`config.mk`:
```
export PLATFORM = sky130hd
export DESIGN_NAME = pnm_image_stream_decoder
export DESIGN_NICKNAME = d
export VERILOG_FILES = /design/src/rtl/pnm_pkg.sv /design/src/rtl/pnm_front.sv /design/src/rtl/pnm_job_q.sv /design/src/rtl/pnm_back.sv /design/src/rtl/pnm_image_stream_decoder.sv
export SDC_FILE = /design/constraint.sdc
export NUM_CORES = 2
export LEC_CHECK = 0
export ABC_AREA = 0
export BUFFER_PORTS_ARGS = -buffer_cell sky130_fd_sc_hd__buf_2
export CORE_UTILIZATION = 31
export CTS_CLUSTER_SIZE = 8
export DETAILED_ROUTE_END_ITERATION = 8
export PLACE_DENSITY = 0.49
export SLEW_MARGIN = 25
export SYNTH_ARGS = -nofsm -noshare
export SYNTH_HDL_FRONTEND = slang
export SYNTH_SLANG_ARGS = --single-unit
```
`constraint.sdc`:
```
create_clock -name clk -period 20.8 [get_ports clk]
set_clock_uncertainty 0.05 [all_clocks]
set_input_delay 0 -clock clk [delete_from_list [all_inputs] [get_ports clk]]
set_output_delay 0 -clock clk [all_outputs]
set_load 0.02 [all_outputs]
```
`src/rtl/pnm_pkg.sv`:
```
`default_nettype none
package pnm_pkg;

    localparam int NUM_W = 16;
    localparam logic [NUM_W-1:0] NUM_MAX = {NUM_W{1'b1}};
    localparam int JOBQ_DEPTH = 2;

    localparam logic [7:0] CH_P = 8'h50;
    localparam logic [7:0] CH_HASH = 8'h23;
    localparam logic [7:0] CH_LF = 8'd10;
    localparam logic [7:0] CH_ZERO = 8'h30;
    localparam logic [7:0] CH_NINE = 8'h39;
    localparam logic [7:0] CH_ONE = 8'h31;
    localparam logic [7:0] CH_SIX = 8'h36;
    localparam logic [7:0] CH_SPACE = 8'd32;
    localparam logic [7:0] CH_TAB = 8'd9;
    localparam logic [7:0] CH_CR = 8'd13;
    localparam logic [7:0] FULL_SCALE = 8'd255;

    localparam logic [1:0] KIND_HEADER = 2'd0;
    localparam logic [1:0] KIND_PIXEL = 2'd1;
    localparam logic [1:0] KIND_ERROR = 2'd2;

    localparam logic [2:0] ERR_NONE = 3'd0;
    localparam logic [2:0] ERR_NOT_PNM = 3'd1;
    localparam logic [2:0] ERR_TYPE = 3'd2;
    localparam logic [2:0] ERR_SIZE = 3'd3;
    localparam logic [2:0] ERR_MAXVAL = 3'd4;

    localparam logic [2:0] FMT_P1 = 3'd1;
    localparam logic [2:0] FMT_P2 = 3'd2;
    localparam logic [2:0] FMT_P3 = 3'd3;
    localparam logic [2:0] FMT_P4 = 3'd4;
    localparam logic [2:0] FMT_P5 = 3'd5;
    localparam logic [2:0] FMT_P6 = 3'd6;

    typedef struct packed {
        logic [7:0] data_byte;
        logic       start_of_file;
    } pnm_in_t;

    typedef struct packed {
        logic [1:0]  kind;
        logic [7:0]  red;
        logic [7:0]  green;
        logic [7:0]  blue;
        logic [15:0] column;
        logic [15:0] row_index;
        logic        last_of_run;
        logic        last_pixel;
        logic [2:0]  error_code;
        logic [2:0]  format;
        logic [15:0] image_width;
        logic [15:0] image_height;
    } pnm_res_t;

    // One classified beat of work for the back end.
    typedef struct packed {
        logic [1:0]       kind;
        logic [2:0]       err;
        logic [2:0]       fmt;
        logic [15:0]      width;
        logic [15:0]      height;
        logic [15:0]      col;
        logic [15:0]      row;
        logic             last;
        logic [NUM_W-1:0] c0;
        logic [NUM_W-1:0] c1;
        logic [NUM_W-1:0] c2;
        logic             color;
        logic             scale;
        logic [NUM_W-1:0] maxval;
        logic             burst;
        logic [7:0]       bits;
        logic [3:0]       cnt;
    } pnm_job_t;

endpackage
`default_nettype wire

```
`src/rtl/pnm_front.sv`:
```
`default_nettype none
module pnm_front (
    input  wire logic              clk,
    input  wire logic              rst_n,
    input  wire logic              accept,
    input  wire pnm_pkg::pnm_in_t  in_beat,
    output pnm_pkg::pnm_job_t      job,
    output logic                   job_valid
);

    typedef enum logic [7:0] {
        PH_MAGIC  = 8'b0000_0001,
        PH_TYPE   = 8'b0000_0010,
        PH_WIDTH  = 8'b0000_0100,
        PH_HEIGHT = 8'b0000_1000,
        PH_MAXVAL = 8'b0001_0000,
        PH_EOL    = 8'b0010_0000,
        PH_RASTER = 8'b0100_0000,
        PH_DONE   = 8'b1000_0000
    } phase_t;

    localparam int NW = pnm_pkg::NUM_W;

    phase_t phase_reg, phase_next;
    logic cmt_reg, cmt_next, dseen_reg, dseen_next;
    logic [2:0] typ_reg, typ_next;
    logic [15:0] w_reg, w_next, h_reg, h_next, col_reg, col_next, row_reg, row_next;
    logic [NW-1:0] mv_reg, mv_next, acc_reg, acc_next, pr_reg, pr_next, pg_reg, pg_next;
    logic [1:0] ci_reg, ci_next;

    phase_t ph;
    logic cmt, dseen;
    logic [2:0] typ;
    logic [15:0] w, h, col, row;
    logic [NW-1:0] mv, acc, pr, pg;
    logic [1:0] ci;

    logic [7:0] b;
    logic is_digit, is_sp;
    logic nf_done, nf_cmt, nf_dseen;
    logic [NW-1:0] nf_acc, nf_val;
    logic [NW+3:0] mul10;
    logic do_pix, pix_last;
    logic [NW-1:0] pix_c0, pix_c1, pix_c2;
    logic [16:0] left;
    logic [3:0] bcnt;
    logic [16:0] bend;

    always_comb
    begin
        b = in_beat.data_byte;
        if (in_beat.start_of_file)
        begin
            ph = PH_MAGIC; cmt = 1'b0; dseen = 1'b0; typ = '0; w = '0; h = '0;
            mv = NW'(255); acc = '0; col = '0; row = '0; ci = '0; pr = '0; pg = '0;
        end
        else
        begin
            ph = phase_reg; cmt = cmt_reg; dseen = dseen_reg; typ = typ_reg;
            w = w_reg; h = h_reg; mv = mv_reg; acc = acc_reg; col = col_reg;
            row = row_reg; ci = ci_reg; pr = pr_reg; pg = pg_reg;
        end

        // decimal number reader
        is_digit = (b >= pnm_pkg::CH_ZERO) && (b <= pnm_pkg::CH_NINE);
        is_sp = (b == pnm_pkg::CH_SPACE) || ((b >= pnm_pkg::CH_TAB) && (b <= pnm_pkg::CH_CR));
        nf_done = 1'b0; nf_val = '0; nf_cmt = cmt; nf_acc = acc; nf_dseen = dseen;
        mul10 = (NW+4)'(acc) * (NW+4)'(10) + (NW+4)'(b - pnm_pkg::CH_ZERO);
        if (cmt)
        begin
            if (b == pnm_pkg::CH_LF)
                nf_cmt = 1'b0;
        end
        else if (is_digit)
        begin
            nf_acc = (mul10 > (NW+4)'(pnm_pkg::NUM_MAX)) ? pnm_pkg::NUM_MAX : mul10[NW-1:0];
            nf_dseen = 1'b1;
        end
        else if (dseen)
        begin
            nf_done = 1'b1; nf_val = acc; nf_acc = '0; nf_dseen = 1'b0;
            if (b == pnm_pkg::CH_HASH)
                nf_cmt = 1'b1;
        end
        else if (is_sp)
        begin
        end
        else if (b == pnm_pkg::CH_HASH)
            nf_cmt = 1'b1;
        else
            nf_done = 1'b1;

        pix_last = (17'(col) + 17'd1 >= 17'(w)) && (17'(row) + 17'd1 >= 17'(h));
        left = 17'(w) - 17'(col);
        bcnt = (left > 17'd8) ? 4'd8 : left[3:0];
        bend = 17'(col) + 17'(bcnt);

        job = '0;
        job_valid = 1'b0;
        do_pix = 1'b0;
        pix_c0 = '0; pix_c1 = '0; pix_c2 = '0;

        unique case (ph)
            PH_MAGIC:
            begin
                if (cmt)
                begin
                    if (b == pnm_pkg::CH_LF)
                        cmt = 1'b0;
                end
                else if (b == pnm_pkg::CH_HASH)
                    cmt = 1'b1;
                else if (is_sp)
                begin
                end
                else if (b == pnm_pkg::CH_P)
                    ph = PH_TYPE;
                else
                begin
                    job.kind = pnm_pkg::KIND_ERROR; job.err = pnm_pkg::ERR_NOT_PNM;
                    job_valid = 1'b1; ph = PH_DONE;
                end
            end
            PH_TYPE:
            begin
                if ((b >= pnm_pkg::CH_ONE) && (b <= pnm_pkg::CH_SIX))
                begin
                    typ = 3'(b - pnm_pkg::CH_ZERO); ph = PH_WIDTH;
                end
                else
                begin
                    job.kind = pnm_pkg::KIND_ERROR; job.err = pnm_pkg::ERR_TYPE;
                    job_valid = 1'b1; ph = PH_DONE;
                end
            end
            PH_WIDTH:
            begin
                cmt = nf_cmt; acc = nf_acc; dseen = nf_dseen;
                if (nf_done)
                begin
                    w = 16'(nf_val); ph = PH_HEIGHT;
                end
            end
            PH_HEIGHT, PH_MAXVAL:
            begin
                cmt = nf_cmt; acc = nf_acc; dseen = nf_dseen;
                if (nf_done)
                begin
                    if (ph == PH_HEIGHT)
                        h = 16'(nf_val);
                    else
                        mv = nf_val;
                    if ((ph == PH_HEIGHT) && ((w == '0) || (h == '0)))
                    begin
                        job.kind = pnm_pkg::KIND_ERROR; job.err = pnm_pkg::ERR_SIZE;
                        job_valid = 1'b1; ph = PH_DONE;
                    end
                    else if ((ph == PH_MAXVAL) && (mv == '0))
                    begin
                        job.kind = pnm_pkg::KIND_ERROR; job.err = pnm_pkg::ERR_MAXVAL;
                        job_valid = 1'b1; ph = PH_DONE;
                    end
                    else if ((ph == PH_HEIGHT) && (typ != pnm_pkg::FMT_P1)
                             && (typ != pnm_pkg::FMT_P4))
                        ph = PH_MAXVAL;
                    else
                    begin
                        // header: open the raster
                        job.kind = pnm_pkg::KIND_HEADER; job_valid = 1'b1;
                        col = '0; row = '0; ci = '0;
                        if (typ >= pnm_pkg::FMT_P4)
                        begin
                            cmt = 1'b0;
                            ph = (b == pnm_pkg::CH_LF) ? PH_RASTER : PH_EOL;
                        end
                        else
                            ph = PH_RASTER;
                    end
                end
            end
            PH_EOL:
            begin
                if (b == pnm_pkg::CH_LF)
                    ph = PH_RASTER;
            end
            PH_RASTER:
            begin
                priority if (typ == pnm_pkg::FMT_P4)
                begin
                    job.kind = pnm_pkg::KIND_PIXEL; job.burst = 1'b1; job.bits = b;
                    job.cnt = bcnt; job.col = col; job.row = row;
                    job.last = (17'(row) + 17'd1 >= 17'(h)) && (bend >= 17'(w));
                    job_valid = 1'b1;
                    if (bend >= 17'(w))
                    begin
                        col = '0; row = row + 16'd1;
                    end
                    else
                        col = bend[15:0];
                    if (job.last)
                        ph = PH_DONE;
                end
                else if ((typ == pnm_pkg::FMT_P5) || (typ == pnm_pkg::FMT_P6))
                begin
                    if (typ == pnm_pkg::FMT_P5)
                    begin
                        do_pix = 1'b1; pix_c0 = NW'(b);
                    end
                    else
                    begin
                        unique case (ci)
                            2'd0: begin pr = NW'(b); ci = 2'd1; end
                            2'd1: begin pg = NW'(b); ci = 2'd2; end
                            default:
                            begin
                                ci = 2'd0; do_pix = 1'b1;
                                pix_c0 = pr; pix_c1 = pg; pix_c2 = NW'(b);
                            end
                        endcase
                    end
                end
                else
                begin
                    cmt = nf_cmt; acc = nf_acc; dseen = nf_dseen;
                    if (nf_done)
                    begin
                        if (typ == pnm_pkg::FMT_P3)
                        begin
                            unique case (ci)
                                2'd0: begin pr = nf_val; ci = 2'd1; end
                                2'd1: begin pg = nf_val; ci = 2'd2; end
                                default:
                                begin
                                    ci = 2'd0; do_pix = 1'b1;
                                    pix_c0 = pr; pix_c1 = pg; pix_c2 = nf_val;
                                end
                            endcase
                        end
                        else if (typ == pnm_pkg::FMT_P1)
                        begin
                            do_pix = 1'b1;
                            pix_c0 = (nf_val != '0) ? '0 : NW'(255);
                        end
                        else
                        begin
                            do_pix = 1'b1; pix_c0 = nf_val;
                        end
                    end
                end
                if (do_pix)
                begin
                    job.kind = pnm_pkg::KIND_PIXEL; job.col = col; job.row = row;
                    job.last = pix_last; job.c0 = pix_c0; job.c1 = pix_c1;
                    job.c2 = pix_c2;
                    job.color = (typ == pnm_pkg::FMT_P3) || (typ == pnm_pkg::FMT_P6);
                    job.scale = (typ != pnm_pkg::FMT_P1);
                    job_valid = 1'b1;
                    if (17'(col) + 17'd1 >= 17'(w))
                    begin
                        col = '0; row = row + 16'd1;
                    end
                    else
                        col = col + 16'd1;
                    if (pix_last)
                        ph = PH_DONE;
                end
            end
            default:
            begin
            end
        endcase

        job.fmt = typ; job.width = w; job.height = h; job.maxval = mv;

        phase_next = ph; cmt_next = cmt; dseen_next = dseen; typ_next = typ;
        w_next = w; h_next = h; mv_next = mv; acc_next = acc; col_next = col;
        row_next = row; ci_next = ci; pr_next = pr; pg_next = pg;
    end

    always_ff @(posedge clk or negedge rst_n)
    begin
        if (!rst_n)
        begin
            phase_reg <= PH_MAGIC; cmt_reg <= 1'b0; dseen_reg <= 1'b0; typ_reg <= '0;
            w_reg <= '0; h_reg <= '0; mv_reg <= NW'(255); acc_reg <= '0;
            col_reg <= '0; row_reg <= '0; ci_reg <= '0; pr_reg <= '0; pg_reg <= '0;
        end
        else if (accept)
        begin
            phase_reg <= phase_next; cmt_reg <= cmt_next; dseen_reg <= dseen_next;
            typ_reg <= typ_next; w_reg <= w_next; h_reg <= h_next; mv_reg <= mv_next;
            acc_reg <= acc_next; col_reg <= col_next; row_reg <= row_next;
            ci_reg <= ci_next; pr_reg <= pr_next; pg_reg <= pg_next;
        end
    end

endmodule
`default_nettype wire

```
`src/rtl/pnm_job_q.sv`:
```
`default_nettype none
module pnm_job_q (
    input  wire logic              clk,
    input  wire logic              rst_n,
    input  wire logic              push,
    input  wire pnm_pkg::pnm_job_t push_job,
    input  wire logic              pop,
    output pnm_pkg::pnm_job_t      head,
    output logic                   empty,
    output logic                   full
);

    localparam int D = pnm_pkg::JOBQ_DEPTH;
    localparam int AW = (D > 1) ? $clog2(D) : 1;

    pnm_pkg::pnm_job_t mem [D];
    logic [AW-1:0] wp_reg, rp_reg;
    logic [AW:0] cnt_reg;

    assign empty = (cnt_reg == '0);
    assign full = (cnt_reg == (AW+1)'(D));
    assign head = mem[rp_reg];

    always_ff @(posedge clk)
    begin
        if (push)
            mem[wp_reg] <= push_job;
    end

    always_ff @(posedge clk or negedge rst_n)
    begin
        if (!rst_n)
        begin
            wp_reg <= '0; rp_reg <= '0; cnt_reg <= '0;
        end
        else
        begin
            if (push)
                wp_reg <= (wp_reg == AW'(D - 1)) ? '0 : wp_reg + AW'(1);
            if (pop)
                rp_reg <= (rp_reg == AW'(D - 1)) ? '0 : rp_reg + AW'(1);
            if (push && !pop)
                cnt_reg <= cnt_reg + (AW+1)'(1);
            else if (pop && !push)
                cnt_reg <= cnt_reg - (AW+1)'(1);
        end
    end

endmodule
`default_nettype wire

```
`src/rtl/pnm_back.sv`:
```
`default_nettype none
module pnm_back (
    input  wire logic              clk,
    input  wire logic              rst_n,
    input  wire pnm_pkg::pnm_job_t head,
    input  wire logic              empty,
    output logic                   pop,
    output logic                   res_valid,
    input  wire logic              res_stall,
    output pnm_pkg::pnm_res_t      res_data
);

    typedef enum logic [3:0] {
        S_IDLE = 4'b0001,
        S_PREP = 4'b0010,
        S_DIV  = 4'b0100,
        S_EMIT = 4'b1000
    } state_t;

    localparam int NW = pnm_pkg::NUM_W;

    state_t state_reg, state_next;
    pnm_pkg::pnm_job_t job_reg;
    logic [7:0] val_reg [3];
    logic [1:0] ci_reg;
    logic [3:0] k_reg;
    logic [2:0] step_reg;
    logic [NW-1:0] rem_reg;
    logic [7:0] low_reg;
    logic out_valid_reg;
    pnm_pkg::pnm_res_t out_reg;

    logic [NW-1:0] comp;
    logic [NW+7:0] prod;
    logic [NW:0] trial;
    logic ge;
    logic out_free, last_comp, burst_end;
    logic [7:0] bit_val;

    assign pop = (state_reg == S_IDLE) && !empty;
    assign res_valid = out_valid_reg;
    assign res_data = out_reg;
    assign out_free = !out_valid_reg || !res_stall;

    always_comb
    begin
        unique case (ci_reg)
            2'd0: comp = job_reg.c0;
            2'd1: comp = job_reg.c1;
            default: comp = job_reg.c2;
        endcase
        prod = (NW+8)'(comp) * (NW+8)'(pnm_pkg::FULL_SCALE);
        trial = {rem_reg, low_reg[7]};
        ge = (trial >= (NW+1)'(job_reg.maxval));
        last_comp = !job_reg.color || (ci_reg == 2'd2);
        burst_end = (k_reg == job_reg.cnt - 4'd1);
        bit_val = job_reg.bits[3'd7 - k_reg[2:0]] ? 8'd0 : pnm_pkg::FULL_SCALE;
    end

    always_comb
    begin
        state_next = state_reg;
        unique case (state_reg)
            S_IDLE:
                if (!empty)
                    state_next = ((head.kind == pnm_pkg::KIND_PIXEL) && !head.burst)
                                 ? S_PREP : S_EMIT;
            S_PREP:
                if (job_reg.scale && (comp < job_reg.maxval))
                    state_next = S_DIV;
                else if (last_comp)
                    state_next = S_EMIT;
            S_DIV:
                if ((step_reg == 3'd7) && last_comp)
                    state_next = S_EMIT;
                else if (step_reg == 3'd7)
                    state_next = S_PREP;
            S_EMIT:
                if (out_free && (!job_reg.burst || burst_end))
                    state_next = S_IDLE;
            default: state_next = S_IDLE;
        endcase
    end

    always_ff @(posedge clk or negedge rst_n)
    begin
        if (!rst_n)
        begin
            state_reg <= S_IDLE;
            out_valid_reg <= 1'b0;
        end
        else
        begin
            state_reg <= state_next;
            if ((state_reg == S_EMIT) && out_free)
                out_valid_reg <= 1'b1;
            else if (!res_stall)
                out_valid_reg <= 1'b0;
        end
    end

    always_ff @(posedge clk)
    begin
        unique case (state_reg)
            S_IDLE:
            begin
                job_reg <= head;
                ci_reg <= 2'd0;
                k_reg <= 4'd0;
            end
            S_PREP:
            begin
                step_reg <= 3'd0;
                rem_reg <= prod[NW+7:8];
                low_reg <= prod[7:0];
                if (!(job_reg.scale && (comp < job_reg.maxval)))
                begin
                    // saturate or pass through unscaled
                    val_reg[ci_reg] <= job_reg.scale ? pnm_pkg::FULL_SCALE : comp[7:0];
                    ci_reg <= ci_reg + 2'd1;
                end
            end
            S_DIV:
            begin
                // one quotient bit a cycle
                rem_reg <= ge ? NW'(trial - (NW+1)'(job_reg.maxval)) : trial[NW-1:0];
                low_reg <= {low_reg[6:0], ge};
                step_reg <= step_reg + 3'd1;
                if (step_reg == 3'd7)
                begin
                    val_reg[ci_reg] <= {low_reg[6:0], ge};
                    ci_reg <= ci_reg + 2'd1;
                end
            end
            S_EMIT:
            begin
                if (out_free)
                begin
                    out_reg.kind <= job_reg.kind;
                    out_reg.error_code <= job_reg.err;
                    out_reg.format <= job_reg.fmt;
                    out_reg.image_width <= job_reg.width;
                    out_reg.image_height <= job_reg.height;
                    out_reg.row_index <= job_reg.row;
                    if (job_reg.burst)
                    begin
                        out_reg.red <= bit_val; out_reg.green <= bit_val;
                        out_reg.blue <= bit_val;
                        out_reg.column <= job_reg.col + 16'(k_reg);
                        out_reg.last_of_run <= burst_end;
                        out_reg.last_pixel <= job_reg.last && burst_end;
                        k_reg <= k_reg + 4'd1;
                    end
                    else
                    begin
                        // header and error beats carry no color
                        out_reg.red <= (job_reg.kind != pnm_pkg::KIND_PIXEL) ? 8'd0
                                       : val_reg[0];
                        out_reg.green <= (job_reg.kind != pnm_pkg::KIND_PIXEL) ? 8'd0
                                         : (job_reg.color ? val_reg[1] : val_reg[0]);
                        out_reg.blue <= (job_reg.kind != pnm_pkg::KIND_PIXEL) ? 8'd0
                                        : (job_reg.color ? val_reg[2] : val_reg[0]);
                        out_reg.column <= job_reg.col;
                        out_reg.last_of_run <= 1'b1;
                        out_reg.last_pixel <= job_reg.last;
                    end
                end
            end
            default:
            begin
            end
        endcase
    end

endmodule
`default_nettype wire

```
`src/rtl/pnm_image_stream_decoder.sv`:
```
// PNM stream decoder (P1..P6). Feed one file byte per beat on the byte channel; raise
// start_of_file on the first byte of each file. Results leave on the res channel: a header
// beat, then one RGB pixel beat per image position in raster order, or one error beat after
// which the rest of the file is dropped. A byte is taken while the two-entry job queue has
// room. The back end then dequeues each result and emits it; a sample that needs the
// 255/maxval scaling first passes a setup step and then the shared divider, which yields one
// quotient bit a cycle. A P4 byte yields up to eight pixels at one per cycle after its
// dequeue while the res side does not stall. Samples at or above maxval and P1 values skip
// the divider and leave the setup step directly.
`default_nettype none
module pnm_image_stream_decoder (
    input  wire logic              clk,
    input  wire logic              rst_n,
    input  wire logic              byte_valid,
    output logic                   byte_stall,
    input  wire pnm_pkg::pnm_in_t  byte_data,
    output logic                   res_valid,
    input  wire logic              res_stall,
    output pnm_pkg::pnm_res_t      res_data
);

    pnm_pkg::pnm_job_t job, head;
    logic job_valid, accept, push, pop, q_empty, q_full;

    // hold the byte side while the queue is full
    assign byte_stall = q_full;
    assign accept = byte_valid && !q_full;
    assign push = accept && job_valid;

    pnm_front u_front (
        .clk(clk), .rst_n(rst_n), .accept(accept), .in_beat(byte_data),
        .job(job), .job_valid(job_valid)
    );

    pnm_job_q u_q (
        .clk(clk), .rst_n(rst_n), .push(push), .push_job(job), .pop(pop),
        .head(head), .empty(q_empty), .full(q_full)
    );

    pnm_back u_back (
        .clk(clk), .rst_n(rst_n), .head(head), .empty(q_empty), .pop(pop),
        .res_valid(res_valid), .res_stall(res_stall), .res_data(res_data)
    );

endmodule
`default_nettype wire

```
* After elaboration in Yosys (flattened, before gate mapping) *
Memory sizes are Yosys's and may differ from the RTL's.
Index checks and enable logic that the tools add are counted.

storage, ports and cells
  memories kept = 2
  logic and storage cells = 419
  output and inout bits = 100
  register bits = 435
  bits of input ports = 13
  memory bits (writable) = 328

cells by class
  mux-type cells = 231
  add/subtract/negate cells = 22
  eq/ne operators = 39
  bitwise logic cells = 1
  multipliers = 2
  $lt $le $gt $ge = 16
  reduce and logical (&&, ||, !) cells = 54

memories
  name            words  bits a word  rd ports  clocked after Yosys merged registers in  write ports  line             text
  u_q.mem         2      152          1         0                                        1            pnm_job_q.sv:16  pnm_pkg::pnm_job_t mem [D];
  u_back.val_reg  3      8            3         0                                        1            pnm_back.sv:24   logic [7:0] val_reg [3];

operators with widths
  cell                                                                               count
  16-bit two-way mux                                                                 83
  8-bit two-way mux                                                                  27
  83-bit two-way mux                                                                 2
  16-bit one-hot mux with 2 select lines                                             5
  17-bit by 16-bit >= comparator with 1-bit output                                   5
  1-bit two-way mux                                                                  59
  16-bit by 1-bit adder with 17-bit output, second input constant                    3
  16-bit by 1-bit adder with 16-bit output, second input constant                    3
  16-bit zero test                                                                   3
  8-bit one-hot mux with 6 select lines                                              1
  4-bit two-way mux                                                                  10
  40-bit two-way mux                                                                 1
  5-bit two-way mux                                                                  7
  33-bit two-way mux                                                                 1
  2-bit two-way mux                                                                  15
  13-bit two-way mux                                                                 2
  8-bit by 6-bit equality test with 1-bit output, second input constant              3
  16-bit by 8-bit multiplier with 24-bit output, second input constant               1
  20-bit adder                                                                       1
  20-bit by 16-bit greater-than comparator with 1-bit output, second input constant  1
  1-bit logical AND                                                                  20
  16-bit by 3-bit multiplier with 19-bit output, second input constant               1
  16-bit by 4-bit adder with 17-bit output                                           1
  17-bit by 4-bit greater-than comparator with 1-bit output, second input constant   1
  other kinds (64)                                                                   109

* Longest topological paths before layout *
  depth after elaboration = 20
  gate-level depth with buffers = 56

* Hierarchy *
From an unflattened synthesis, not the netlist that was laid out.

second synthesis, totals
  cells, all modules = 3793
  area total of the unflattened synthesis = 43176.4 um2

by module, submodules not included
  module                    cells each  times used  area each (um2)
  pnm_front                 2159        1           16173.0
  pnm_back                  1143        1           15557.4
  pnm_job_q                 489         1           11431.0
  pnm_image_stream_decoder  2           1           15.0

* Least setup slack after synthesis *
Ideal clock, no wire load.

  path type = reg2reg
  from = register u_back.state_reg[0]
  to = register u_q.cnt_reg[1]
  cell stages (with the launch flop) = 6
  period minus slack after synthesis = 21348 ps
  path slack = -548 ps
  arrival time = 21219 ps
  path through = dfstp_2 nor4b_1 o21ai_0 ha_1 nor2_1 xor2_1

between the ends
  cells in the longest elaborated chain, start to end = 5
  elaborated cells between the ends (all ways) = 7

RTL lines
  what                                                     line             text
  start: declaration                                       pnm_back.sv:22   state_t state_reg, state_next;
  start signal: assignment                                 pnm_back.sv:94   state_reg <= state_next;
  4-bit by 1-bit equality test with 1-bit output (*)       pnm_back.sv:40   assign pop = (state_reg == S_IDLE) && !empty;
  1-bit logical AND (*)                                    pnm_back.sv:40
  1-bit zero test                                          pnm_job_q.sv:42  if (push && !pop)
  1-bit logical AND                                        pnm_job_q.sv:42
  2-bit two-way mux or 2-bit nonzero test (tied branches)  n/a
  end signal: assignment                                   pnm_job_q.sv:43  cnt_reg <= cnt_reg + (AW+1)'(1);
  end signal: assignment                                   pnm_job_q.sv:45  cnt_reg <= cnt_reg - (AW+1)'(1);
  end: declaration                                         pnm_job_q.sv:18  logic [AW:0] cnt_reg;

Every way passes the cells marked *; elsewhere a longest branch is shown, timed or not.
A chain may end at the register's enable or synchronous reset.

* Final worst setup path *
  from = input byte_data[0] (netlist name)
  to = register u_front.row_reg[3]

between the ends
  cells in the longest elaborated chain, start to end = 14
  elaborated cells between the ends (all ways) = 74

RTL lines
  what                                                       line                            text
  start: declaration                                         pnm_image_stream_decoder.sv:16  input wire pnm_pkg::pnm_in_t byte_data,
  16-bit two-way mux                                         pnm_front.sv:52                 if (in_beat.start_of_file)
  16-bit by 16-bit subtractor with 17-bit output             pnm_front.sv:94                 left = 17'(w) - 17'(col);
  17-bit by 4-bit greater-than comparator with 1-bit output  pnm_front.sv:95                 bcnt = (left > 17'd8) ? 4'd8 : left[3:0];
  4-bit two-way mux                                          pnm_front.sv:95
  16-bit by 4-bit adder with 17-bit output                   pnm_front.sv:96                 bend = 17'(col) + 17'(bcnt);
  17-bit by 16-bit >= comparator with 1-bit output           pnm_front.sv:194                if (bend >= 17'(w))
  16-bit two-way mux                                         pnm_front.sv:194
  16-bit two-way mux                                         pnm_front.sv:188                priority if (typ == pnm_pkg::FMT_P4)
  16-bit two-way mux                                         pnm_front.sv:103                unique case (ph)
  16-bit by 1-bit adder with 17-bit output                   pnm_front.sv:258                if (17'(col) + 17'd1 >= 17'(w))
  17-bit by 16-bit >= comparator with 1-bit output           pnm_front.sv:258
  16-bit two-way mux                                         pnm_front.sv:258
  16-bit two-way mux                                         pnm_front.sv:250                if (do_pix)
  16-bit one-hot mux with 2 select lines (*)                 pnm_front.sv:103
  end signal: assignment                                     pnm_front.sv:292                acc_reg <= acc_next; col_reg <= col_next; row_reg <= row_next;
  end: declaration                                           pnm_front.sv:27                 logic [15:0] w_reg, w_next, h_reg, h_next, col_reg, col_next, row_reg, row_next;

Every way passes the cells marked *; elsewhere a longest branch is shown, timed or not. The select of a mux whose other input is x is not followed.

==> impl_metrics.tcl <==
set metrics [dict create \
    run_status "completed" \
    synthTopCellsByArea "sky130_fd_sc_hd__edfxtp_1 43%, sky130_fd_sc_hd__dfrtp_1 8.4%, sky130_fd_sc_hd__ha_1 6.3%, sky130_fd_sc_hd__mux2_2 5.4%, sky130_fd_sc_hd__fa_1 3.6%" \
    rsz0062_at_grt "no" \
    cp_slowest_stage_delay_ns 0.70 \
    clock-sinks 763 \
    final_period_minus_worst_setup_slack_ns 13.76 \
    arrival_time_reported_for_the_critical_path_endpoint_ns 14.29 \
    clock-root-buffer "sky130_fd_sc_hd__clkbuf_16" \
    worstSkewPairLatency_ns 0.73 \
    endpoint_kind "flop" \
    die_area_sq_um 139000 \
    cts_inserted_buffers 107 \
    synth.yosys.seq_area_share 0.522 \
    netlist_area_sq_um 42500 \
    critical_path.most_common_cell "sky130_fd_sc_hd__ha_1" \
    clk_pin_slew_ns 0.06 \
    cts_repair_resize_count 0 \
    grt_pass1_wl_um 191000 \
    synthesis.nets 4085 \
    critical-path-slowest-cell "sky130_fd_sc_hd__or4_1" \
    drc 0 \
    worst_hold_path_type "in2reg" \
    first_global_vias 29900 \
    critical_path.max_fanout 51 \
    cts_tree "done" \
    slew_margin_rel 0.311 \
    final.period_utilization 0.661 \
    initial_utilization 0.313 \
    critPathKind "in2reg" \
    grt_max_degree 153 \
    synth.ff_latch_count 763 \
    setup_tns_ns 0 \
    gr_usage_total 0.182 \
    avgRoutedWirePerCell_um 21.9 \
    yosys_warnings 0 \
    timing.reg2reg.worst_path_depth 43 \
    synth_most_common_cell "sky130_fd_sc_hd__edfxtp_1" \
    hold_bufs_inserted_after_cts 16 \
    synth_flop_cell "sky130_fd_sc_hd__edfxtp_1" \
    hpwl_um 89900 \
    whs_path_depth 4 \
    io_buffer_count 112 \
    drt_iter0_markers 2208 \
    core-area_sq_um 136000 \
    netlist.area_leader.share 0.432 \
    synth-edff-count 611 \
    ctsHtreeMaxLevel 3 \
    hold_violations 0 \
    critical_path_required_ns 21.33 \
    std_cell_rows 135 \
    areaGrowthSynthToFinish_pct 14.0 \
    dp_slack_ns 7.07 \
    ys_top_cells_by_count "611 x sky130_fd_sc_hd__edfxtp_1, 375 x sky130_fd_sc_hd__nand2_1, 271 x sky130_fd_sc_hd__o21ai_0, 258 x sky130_fd_sc_hd__nor2_1, 215 x sky130_fd_sc_hd__ha_1" \
    post_synth_inst_count 3781 \
    fraction_of_synthesis_flops_using_an_asynchronous_set_or_reset_pin 0.199 \
    ant_nets 0 \
    die-width_um 372 \
    final_layout_size_suffix_gt1_frac 0.138 \
    flip_flop_and_latch_area_sq_um 22200 \
    synth_top_cell_by_area "sky130_fd_sc_hd__edfxtp_1" \
    multi_input_area_sq_um 19100 \
    worst_slew_pin_slew_ns 1.03 \
    finalMaxSlewViolations 0 \
    synth.distinct_cells 94 \
    finalWirelength_um 126000 \
    synthesis.area_per_instance_sq_um 11.2 \
    first_pass_iters 6 \
    cts_post_setup_buffers_inserted 0 \
    flip_flop_count_of_the_largest_register_after_layout 304 \
    startpoint_type "input port" \
    final-setup-viol-count 0 \
    max-cap-violations 0 \
    chipHeight_um 372 \
    nets 4193 \
    num_io_pins 113 \
    fill_cell_total_of_the_finished_layout 13600 \
    vias_per_cell 5.18 \
    finalWeightedCongestion 0.930 \
    achievable-frequency_mhz 72.7 \
    cts.path.max_buffers 3 \
    layout_setup_ws_ns 7.04 \
    grt.overflow.total 0 \
    antenna_found_initial 5 \
    total_vias_in_the_final_route 29900 \
]
-- per-stage QoR --
step / cells / instance area [sq um] / hold slack, ns / utilization
3_5_place_dp: 5545 / 45100 / -0.134 / 0.332
6_report: 5765 / 48500 / 0.0699 / 0.357
2_1_floorplan: 3781 / 42500 / -0.346 / -
5_1_grt: 5764 / 48500 / 0.0453 / 0.357
3_3_place_gp: 5545 / 45100 / -0.133 / 0.332
4_1_cts: 5764 / 48400 / 0.00954 / 0.357
-- critical path, delay by kind of cell --
kind                       cells  cell delay (ns)
buffers and inverters          6             2.22
AOI/OAI and AO/OA             19             4.78
and+or+nand+nor               17             5.46
xor gates and xnor gates       1             0.27
adders and majority gates      5             1.49
-- final timing paths --
check / slack (ns) / start / end
min in group asynchronous: 0.35 / rst_n / u_front.w_reg[0]
min reg2reg: 0.34 / u_back.job_reg[138] / u_back.res_data[26]
max reg2reg: 7.33 / u_front.col_reg[7] / u_front.row_reg[3]
max in group asynchronous: 18.85 / rst_n / u_front.w_reg[9]
min: 0.07 / res_stall / u_back.res_valid
max: 7.04 / byte_data[0] / u_front.row_reg[3]
-- final cells by class --
cell class,instances,share of cell area
multi-input cells,2681,0.395
flip-flops and latches,763,0.457
diodes,1,0.0000516
clock inverters,8,0.00354
repair buffers,175,0.0229
inverters,161,0.0125
clock buffers,195,0.0627
well taps,1781,0.0460
-- routing by layer --
layer / vias to the layer above / GRT usage / wire (um)
met3: 194 / 0.0271 / 5680
met4: 2 / 0.0581 / 3630
met2: 821 / 0.303 / 60800
met1: 14700 / 0.242 / 56100
li1: 14100 / - / -
met5: - / 0 / 19
-- cell usage in the layout, fill, tap and decap left out, types with 20 or more instances in the layout --
cell and n:
sky130_fd_sc_hd__a21o_1 48, sky130_fd_sc_hd__a21oi_1 209, sky130_fd_sc_hd__a22o_1 23, sky130_fd_sc_hd__a22oi_1 20, sky130_fd_sc_hd__a31oi_1 20, sky130_fd_sc_hd__and2_1 55
sky130_fd_sc_hd__and3_1 40, sky130_fd_sc_hd__buf_2 110, sky130_fd_sc_hd__buf_4 46, sky130_fd_sc_hd__clkbuf_1 85, sky130_fd_sc_hd__clkbuf_16 107, sky130_fd_sc_hd__dfrtp_1 141
sky130_fd_sc_hd__edfxtp_1 611, sky130_fd_sc_hd__fa_1 76, sky130_fd_sc_hd__ha_1 215, sky130_fd_sc_hd__inv_1 159, sky130_fd_sc_hd__mux2_2 205, sky130_fd_sc_hd__nand2_1 375
sky130_fd_sc_hd__nand2b_1 36, sky130_fd_sc_hd__nand3_1 102, sky130_fd_sc_hd__nand4_1 41, sky130_fd_sc_hd__nor2_1 256, sky130_fd_sc_hd__nor2b_1 84, sky130_fd_sc_hd__nor3_1 76
sky130_fd_sc_hd__nor4_1 21, sky130_fd_sc_hd__o211ai_1 23, sky130_fd_sc_hd__o21a_1 20, sky130_fd_sc_hd__o21ai_0 271, sky130_fd_sc_hd__o22ai_1 24, sky130_fd_sc_hd__o31ai_1 22
sky130_fd_sc_hd__or3_1 25, sky130_fd_sc_hd__xnor2_1 109, sky130_fd_sc_hd__xor2_1 57
-- logic make-up (layout without fill, tap and decap cells) --
kind of cell	count (synthesis)	after routing	share of synthesized area
multiplexers	223	223	0.0592
other	0	1	0
AND/OR/NAND/NOR	1177	1177	0.134
AO/OA/AOI/OAI	822	822	0.122
buffers and inverters	337	539	0.0301
adder cells (fa/ha/maj)	293	293	0.0996
XOR/XNOR	166	166	0.0342
flip-flops	763	763	0.522
Power is left out: the tool's default activity adds up to more than one toggle a clock period on the data nets, which glitch-free logic cannot reach.
